`src/hw/rtl/bcp_pkg.sv`:
```
// bcp_pkg: shared types, constants and the square lookup for the bifid cipher block
// used by bcp_locate, bcp_cell and bifid_cipher_period_five; depends on nothing else

package bcp_pkg;

	localparam int PERIOD_DEF = 5;
	localparam int SIDE       = 5;
	localparam int CELLS      = SIDE * SIDE;
	localparam int LETTER_W   = 5;
	localparam int COORD_W    = 3;
	localparam int CFG_W      = 35;
	localparam int CFG_REGS   = 4;
	localparam int SQ_W       = CFG_REGS * CFG_W;
	localparam int CFG_IDX_W  = 3;

	localparam logic [LETTER_W-1:0] LETTER_I = 5'd8;
	localparam logic [LETTER_W-1:0] LETTER_J = 5'd9;

	// configuration register indexes
	localparam logic [CFG_IDX_W-1:0] REG_MODE = 3'd0;
	localparam logic [CFG_IDX_W-1:0] REG_SQ_A = 3'd1;
	localparam logic [CFG_IDX_W-1:0] REG_SQ_B = 3'd2;
	localparam logic [CFG_IDX_W-1:0] REG_SQ_C = 3'd3;
	localparam logic [CFG_IDX_W-1:0] REG_SQ_D = 3'd4;

	localparam logic MODE_ENC = 1'b0;

	typedef struct packed {
		logic [LETTER_W-1:0] letter;
		logic                last;
	} in_item_t;

	typedef struct packed {
		logic [LETTER_W-1:0] out_letter;
		logic                end_of_run;
	} out_item_t;

	typedef struct packed {
		logic [COORD_W-1:0] row;
		logic [COORD_W-1:0] col;
	} coord_t;

	typedef struct packed {
		logic load;
		logic shift;
	} chain_ctl_t;

	// cell n of the square sits at bit 5n of the concatenated registers
	function automatic logic [LETTER_W-1:0] sq_cell(input logic [SQ_W-1:0] flat,
		input coord_t at);
		logic [4:0] idx;
		logic [7:0] pos;
		idx = {at.row[2:0], 2'b00} + {2'b00, at.row} + {2'b00, at.col};
		pos = {1'b0, idx, 2'b00} + {3'b000, idx};
		return flat[pos +: LETTER_W];
	endfunction

endpackage

```
`src/hw/rtl/bifid_cipher_period_five.sv`:
```
// bifid_cipher_period_five: top level, coordinate buffer, block reordering and output chain
// depends on bcp_pkg, bcp_locate and bcp_cell
//
// Usage
//   in channel  (in_valid, in_ready, in_item): one letter index per item, last flushes a
//   partial block. Each letter is located in the square as it is accepted.
//   out channel (out_valid, out_ready, out_item): one letter per item, end_of_run set on
//   the last letter of each block of up to PERIOD letters.
//   cfg channel (cfg_valid, cfg_ready, cfg_index, cfg_data): index 0 mode (0 encrypt,
//   1 decrypt), 1 to 4 the square words; always ready, write only while the block is idle.
// Timing
//   the item that completes a block leaves it pending; the pending block is reordered
//   into the output chain once the chain is empty or its final result is taken, and
//   results then follow one per cycle from the chain registers while out_ready holds.
//   The input keeps taking letters while the chain drains, so with no stall one letter
//   per cycle is sustained. The rate is set by the output chain: one cell shift per result.
// Reset clears mode, square, fill count and chain occupancy; the coordinate buffer is not
// cleared. When the receiver stalls the chain holds; input carries on until the next
// block is complete, then in_ready drops until the chain's final result is taken.

module bifid_cipher_period_five #(
	parameter int PERIOD = bcp_pkg::PERIOD_DEF
) (
	input  logic                          clk,
	input  logic                          arst_n,
	input  logic                          in_valid,
	output logic                          in_ready,
	input  bcp_pkg::in_item_t             in_item,
	output logic                          out_valid,
	input  logic                          out_ready,
	output bcp_pkg::out_item_t            out_item,
	input  logic                          cfg_valid,
	output logic                          cfg_ready,
	input  logic [bcp_pkg::CFG_IDX_W-1:0] cfg_index,
	input  logic [bcp_pkg::CFG_W-1:0]     cfg_data
);

	localparam int FILL_W = $clog2(PERIOD);
	localparam int CNT_W  = $clog2(PERIOD + 1);
	localparam int IW     = $clog2(2 * PERIOD);

	logic                        mode_q;
	logic [bcp_pkg::CFG_W-1:0]   sq_q [bcp_pkg::CFG_REGS];
	logic [bcp_pkg::SQ_W-1:0]    sq_flat;
	logic [FILL_W-1:0]           fill_q;
	logic [CNT_W-1:0]            len_q;
	logic [CNT_W-1:0]            out_cnt_q;
	logic                        pending_q;
	bcp_pkg::coord_t             buf_q [PERIOD];
	bcp_pkg::coord_t             loc;
	bcp_pkg::coord_t             load_val [PERIOD];
	bcp_pkg::coord_t             chain [PERIOD];
	logic [bcp_pkg::COORD_W-1:0] seq_e [2*PERIOD];
	logic [bcp_pkg::COORD_W-1:0] seq_d [2*PERIOD];
	bcp_pkg::chain_ctl_t         ctl;
	logic                        in_acc;
	logic                        out_acc;
	logic                        closes;
	logic                        xfer;

	assign sq_flat   = {sq_q[3], sq_q[2], sq_q[1], sq_q[0]};
	assign cfg_ready = 1'b1;

	// configuration registers
	always_ff @(posedge clk or negedge arst_n) begin
		if (!arst_n) begin
			mode_q <= bcp_pkg::MODE_ENC;
			for (int i = 0; i < bcp_pkg::CFG_REGS; i++) begin
				sq_q[i] <= '0;
			end
		end else if (cfg_valid && cfg_ready) begin
			case (cfg_index)
				bcp_pkg::REG_MODE: mode_q   <= cfg_data[0];
				bcp_pkg::REG_SQ_A: sq_q[0] <= cfg_data;
				bcp_pkg::REG_SQ_B: sq_q[1] <= cfg_data;
				bcp_pkg::REG_SQ_C: sq_q[2] <= cfg_data;
				bcp_pkg::REG_SQ_D: sq_q[3] <= cfg_data;
				default: ;
			endcase
		end
	end

	bcp_locate u_locate (
		.sq_flat (sq_flat),
		.letter  (in_item.letter),
		.loc     (loc)
	);

	// the chain can take the waiting block when empty or as its final result is taken
	assign out_valid = (out_cnt_q != '0);
	assign out_acc   = out_valid && out_ready;
	assign xfer      = pending_q && ((out_cnt_q == '0) || ((out_cnt_q == CNT_W'(1)) && out_ready));
	assign in_ready  = !pending_q || xfer;
	assign in_acc    = in_valid && in_ready;
	assign closes    = in_item.last || (fill_q == FILL_W'(PERIOD - 1));

	always_ff @(posedge clk) begin
		if (in_acc) begin
			buf_q[fill_q] <= loc;
		end
	end

	always_ff @(posedge clk or negedge arst_n) begin
		if (!arst_n) begin
			fill_q    <= '0;
			len_q     <= '0;
			pending_q <= 1'b0;
			out_cnt_q <= '0;
		end else begin
			if (in_acc) begin
				if (closes) begin
					fill_q <= '0;
					len_q  <= CNT_W'(fill_q) + CNT_W'(1);
				end else begin
					fill_q <= fill_q + FILL_W'(1);
				end
			end
			if (in_acc && closes) begin
				pending_q <= 1'b1;
			end else if (xfer) begin
				pending_q <= 1'b0;
			end
			if (xfer) begin
				out_cnt_q <= len_q;
			end else if (out_acc) begin
				out_cnt_q <= out_cnt_q - CNT_W'(1);
			end
		end
	end

	// block reordering: encrypt reads rows then columns in pairs,
	// decrypt splits the interleaved sequence into halves
	always_comb begin
		for (int i = 0; i < 2 * PERIOD; i++) begin
			seq_e[i] = '0;
			seq_d[i] = (i % 2 == 0) ? buf_q[i/2].row : buf_q[i/2].col;
			for (int k = 0; k < PERIOD; k++) begin
				if ((IW'(k) == IW'(i)) && (IW'(i) < IW'(len_q))) begin
					seq_e[i] = buf_q[k].row;
				end
				if ((IW'(k) + IW'(len_q)) == IW'(i)) begin
					seq_e[i] = buf_q[k].col;
				end
			end
		end
		for (int j = 0; j < PERIOD; j++) begin
			if (mode_q == bcp_pkg::MODE_ENC) begin
				load_val[j].row = seq_e[2*j];
				load_val[j].col = seq_e[2*j+1];
			end else begin
				load_val[j].row = seq_d[j];
				load_val[j].col = '0;
				for (int i = 0; i < 2 * PERIOD; i++) begin
					if ((IW'(j) + IW'(len_q)) == IW'(i)) begin
						load_val[j].col = seq_d[i];
					end
				end
			end
		end
	end

	assign ctl.load  = xfer;
	assign ctl.shift = out_acc;

	for (genvar g = 0; g < PERIOD; g++) begin : g_chain
		bcp_pkg::coord_t next_val;
		if (g == PERIOD - 1) begin : g_tail
			assign next_val = '0;
		end else begin : g_mid
			assign next_val = chain[g+1];
		end
		bcp_cell u_cell (
			.clk      (clk),
			.ctl      (ctl),
			.load_val (load_val[g]),
			.next_val (next_val),
			.val      (chain[g])
		);
	end

	assign out_item.out_letter = bcp_pkg::sq_cell(sq_flat, chain[0]);
	assign out_item.end_of_run = (out_cnt_q == CNT_W'(1));

	ap_cnt_range: assert property (@(posedge clk) disable iff (!arst_n)
		out_cnt_q <= CNT_W'(PERIOD))
		else $error("output count above period");

	ap_last_pends: assert property (@(posedge clk) disable iff (!arst_n)
		in_valid && in_ready && in_item.last |=> pending_q && (fill_q == '0))
		else $error("last item did not close the block");

	ap_full_pends: assert property (@(posedge clk) disable iff (!arst_n)
		in_valid && in_ready && (fill_q == FILL_W'(PERIOD - 1)) |=> pending_q)
		else $error("full block not pending");

	ap_run_ends: assert property (@(posedge clk) disable iff (!arst_n)
		out_valid && out_ready && out_item.end_of_run && !pending_q |=> !out_valid)
		else $error("results after end of run");

endmodule

```
`src/hw/rtl/bcp_locate.sv`:
```
// bcp_locate: finds the row and column of a letter in the keyed square
// depends on bcp_pkg

module bcp_locate (
	input  logic [bcp_pkg::SQ_W-1:0]     sq_flat,
	input  logic [bcp_pkg::LETTER_W-1:0] letter,
	output bcp_pkg::coord_t              loc
);

	logic [bcp_pkg::LETTER_W-1:0] key;

	always_comb begin
		key = (letter == bcp_pkg::LETTER_J) ? bcp_pkg::LETTER_I : letter;
		loc = '0;
		// walk downwards so the lowest matching cell wins, no match gives row 0 column 0
		for (int n = bcp_pkg::CELLS - 1; n >= 0; n--) begin
			if (sq_flat[n*bcp_pkg::LETTER_W +: bcp_pkg::LETTER_W] == key) begin
				loc.row = bcp_pkg::COORD_W'(n / bcp_pkg::SIDE);
				loc.col = bcp_pkg::COORD_W'(n % bcp_pkg::SIDE);
			end
		end
	end

endmodule

```
`src/hw/rtl/bcp_cell.sv`:
```
// bcp_cell: one stage of the output chain, holds a row and column selector pair
// depends on bcp_pkg

module bcp_cell (
	input  logic                   clk,
	input  bcp_pkg::chain_ctl_t    ctl,
	input  bcp_pkg::coord_t        load_val,
	input  bcp_pkg::coord_t        next_val,
	output bcp_pkg::coord_t        val
);

	bcp_pkg::coord_t val_q;

	always_ff @(posedge clk) begin
		if (ctl.load) begin
			val_q <= load_val;
		end else if (ctl.shift) begin
			val_q <= next_val;
		end
	end

	assign val = val_q;

endmodule
```
`config.mk`:
```
export PLATFORM = sky130hd
export DESIGN_NAME = bifid_cipher_period_five
export DESIGN_NICKNAME = d
export VERILOG_FILES = /design/src/hw/rtl/bcp_pkg.sv /design/src/hw/rtl/bifid_cipher_period_five.sv /design/src/hw/rtl/bcp_locate.sv /design/src/hw/rtl/bcp_cell.sv
export SDC_FILE = /design/constraint.sdc
export NUM_CORES = 1
export LEC_CHECK = 0
export ABC_AREA = 1
export BUFFER_PORTS_ARGS = -buffer_cell sky130_fd_sc_hd__buf_2
export CELL_PAD_IN_SITES_DETAIL_PLACEMENT = 2
export CELL_PAD_IN_SITES_GLOBAL_PLACEMENT = 2
export CORE_MARGIN = 2
export CORE_UTILIZATION = 39
export DETAILED_ROUTE_END_ITERATION = 10
export PLACE_DENSITY = 0.94
export SETUP_SLACK_MARGIN = 0.02
export SYNTH_ARGS = -nofsm -noshare
export SYNTH_HDL_FRONTEND = slang
export SYNTH_HIERARCHICAL = 1
export SYNTH_SLANG_ARGS = --single-unit
```
`constraint.sdc`:
```
create_clock -name clk -period 8.6 [get_ports clk]
set_input_delay 0.43 -clock clk [delete_from_list [all_inputs] [get_ports clk]]
set_output_delay 0.43 -clock clk [all_outputs]
set_load 0.1 [all_outputs]
```
==> run_results.csv <==
group,metric,value,unit
synth,yosysMostFrequentCell,"nand2_1",
setup_path,cp_common_cell,"nand2_1",
layout,antenna-diode-count,0,
synth,async_reset_ff_share,71.6,%
grt,overflow,0,
setup_path,worst-r2r-setup-slack,4.46,ns
hold_path,hold_depth,3,
cts,cts_buffers,25,
sta,tns,0,ns
cts,cts.sinks,211,
detailed_routing,via_per_inst,6.23,
grt,grt_pass1_vias,22200,
setup_path,crit_path_end_kind,"primary output",
setup_path,rr_endpoint,"g_chain[2].u_cell/val[5]",
sta,timing.slew.headroom,19.1,%
setup_path,r2r_cells,12,
sta,worstMarginPinSlew,1.21,ns
sta,min_period,6.27,ns
synth,synth-adder-area-share,1.86,%
synth,synth_top_family_by_area,"simple AND/OR/NAND/NOR gates",
layout,multi_input_area,0.0103,mm²
sta,fin_skew,0.0323,ns
setup_path,path_max_fanout,47,
detailed_routing,num_vias,19900,
synth,syn_inst,2629,
sta,fin_ws,2.33,ns
hold_path,holdCritStartpoint,"cfg_data[13]",
place,gp_congestion,0.987,
detailed_routing,first_pass_iters,7,
place,hpwl,65700,µm
place,preCtsSetupSlack,3.12,ns
synth,ys.warnings.count,6,
sta,fmax,0.159,GHz
layout,drive_above_1_share,7.52,%
place,postPlaceCellArea,0.0178,mm²
detailed_routing,drt_iter0_drc,1602,
setup_path,crit_chain,"ha_1, ha_4, fa_1, ha_4, buf_4, nor2_4, inv_1, o21ai_0, nor2_1, nand2_1, nand2_1, nand2_1, nand3_1, nand2_1, nand3_1, nand2_1, buf_2",
layout,final_nets,2660,
setup_path,crit_arrival,5.84,ns
cts,clock_path_buffers,3,
grt,grt_max_degree,90,
sta,hold_violations,0,
synth,syn_area,0.0174,mm²
grt,antenna_found_initial,0,
setup_path,reg2reg_from,"len_q[2]",
floorplan,dieArea,0.0463,mm²
synth,synthMuxAreaShare,0.288,%
layout,nFillCells,5379,
outcome,status,"complete, no violations",
setup_path,crit_type,"reg2out",
synth,yosysTopAreaCell,"dfrtp_1",
floorplan,die-height,215,µm
synth,synth_compound_area_share,19.8,%
setup_path,cp_num_buf_inv,3,
layout,stdcell_area,0.0187,mm²
job,cap_viol_max_count,0,
place,port_buffers,56,
setup_path,startpoint,"g_chain[0].u_cell/val[4]",
synth,yosys-top-cells-count,"nand2_1, o21ai_0, inv_1, nand3_1, nor2_1",
cts,clk_latency,0.58,ns
floorplan,core_area,0.0441,mm²
cts,htreeDepth,1,
setup_path,crit_required,8.17,ns
detailed_routing,wire_per_inst,29.1,µm
synth,synthTopCellsByArea,"dfrtp_1, nand2_1, edfxtp_1",
detailed_routing,ant_nets,0,
cts,cts_tree,"done",
grt,grt_usage,39.8,%
synth,synth_xor_area_share,5.07,%
sta,finalCritPeriodShare,72.9,%
cts,cts_resized,0,
layout,seq_area,0.00558,mm²
floorplan,row_count,77,
synth,ys_seq_elements,211,
sta,report.final.setup_viol,0,
synth,synth_edf_count,60,
synth,yosysSeqAreaShare,32.1,%
synth,synthSimpleGateAreaFrac,31.6,%
cts,cts-root-buf,"clkbuf_16",
synth,synth_ff_type,"dfrtp_1",
setup_path,crit_family,"adder cells",
layout,area_growth,7.45,%
sta,rsz0062_at_grt,"no",
sta,whs,0.177,ns
setup_path,cpPeakStageDelay,0.66,ns
synth,avgSynthCellArea,6.62,µm²
hold_path,hold_end,"sq_flat[48]",
floorplan,start_util,39.4,%
detailed_routing,totalWireLength,93100,µm
synth,synth_top_area_share,21.7,%
setup_path,slowest_stage,"fa_1",
floorplan,die_w,215,µm
floorplan,num_io_pins,58,
setup_path,start_kind,"flop",
hold_path,hold_class,"in2reg",
synth,yosysUniqueCellTypes,61,
sta,slew_viol_final,0,
grt,grt_pass1_wl,141000,µm
detailed_routing,drcViolationCount,0,
cts,path_clk_slew,0.08,ns
## layout by cell type, fill, tap and decap left out, types with 16 or more instances in the layout
master and count:
nor2_1 169, edfxtp_1 60, or2_1 25, o211ai_1 42, buf_2 55, nand2_1 848, xor2_1 59, xnor2_1 38
buf_4 21, nand3_1 178, clkbuf_16 25, inv_1 187, a21oi_1 100, nand4_1 16, ha_1 18, o22ai_1 20
o21ai_1 67, o21ai_0 327, dfrtp_1 151
## registers in the layout (all words and copies together) (netlist names)
name	count
sq_flat	140
pending_q	1
fill_q	3
len_q	3
g_chain.u_cell/val	30
mode_q	1
buf_q	30
out_cnt_q	3
## area by class of cell
class                      count  share of cell area [%]
clock buffer                  27                    3.44
clock inverter                18                    1.02
inverter                     207                    4.21
multi-input combinational   2064                    55.1
sequential                   211                    29.9
tap                          592                    3.96
timing repair buffer          78                    2.43
## tightest hold or removal path, cell delays in order
cell     delay [ns]
buf_2          0.07
inv_1          0.06
o21ai_0        0.15
## metrics by stage
step	instances	utilization, %
4_1_cts	3197	42.4
6_report	3197	42.4
3_5_place_dp	3151	40.5
5_1_grt	3197	42.4
2_1_floorplan	2634	-
3_3_place_gp	3151	40.5
## layer usage
layer	part of all wire [%]	global-route usage, %	up-vias	wire [µm]
li1	-	-	8574	-
met2	48	69.2	869	45200
met5	0	0	-	0
met3	5.1	5.41	439	4740
met1	37	43.9	10000	34500
met4	9.3	31.3	0	8690
## kinds of logic (layout without fill, tap and decap cells)
logic type	Yosys count	after routing
and+or+nand+nor	1310	1310
AOI/OAI and AO/OA	619	619
buffers and inverters	359	330
DFF	211	211
xor gates and xnor gates	99	99
adders and majority gates	24	24
muxes	5	5
other	2	7
## timing repair
item | in CTS | in global routing
setup buffers | 0 | 0
endpoints found under the hold margin | 48 | 0
hold buffers | 1 | 0
## worst max-delay path by stage
stage / cells after the start / slack, ns / end
final: 17 / 2.33 / out_item[3]
after global routing: 16 / 2.08 / out_item[3]
after CTS: 16 / 2.39 / out_item[3]
after detailed placement: 16 / 3.12 / out_item[2]
after global placement: 16 / 3.35 / out_item[3]
after floorplan: 14 / 4.33 / out_item[4]
Power is not shown: default switching activity piles up to over one toggle a cycle in this logic, so the estimate is an artifact.
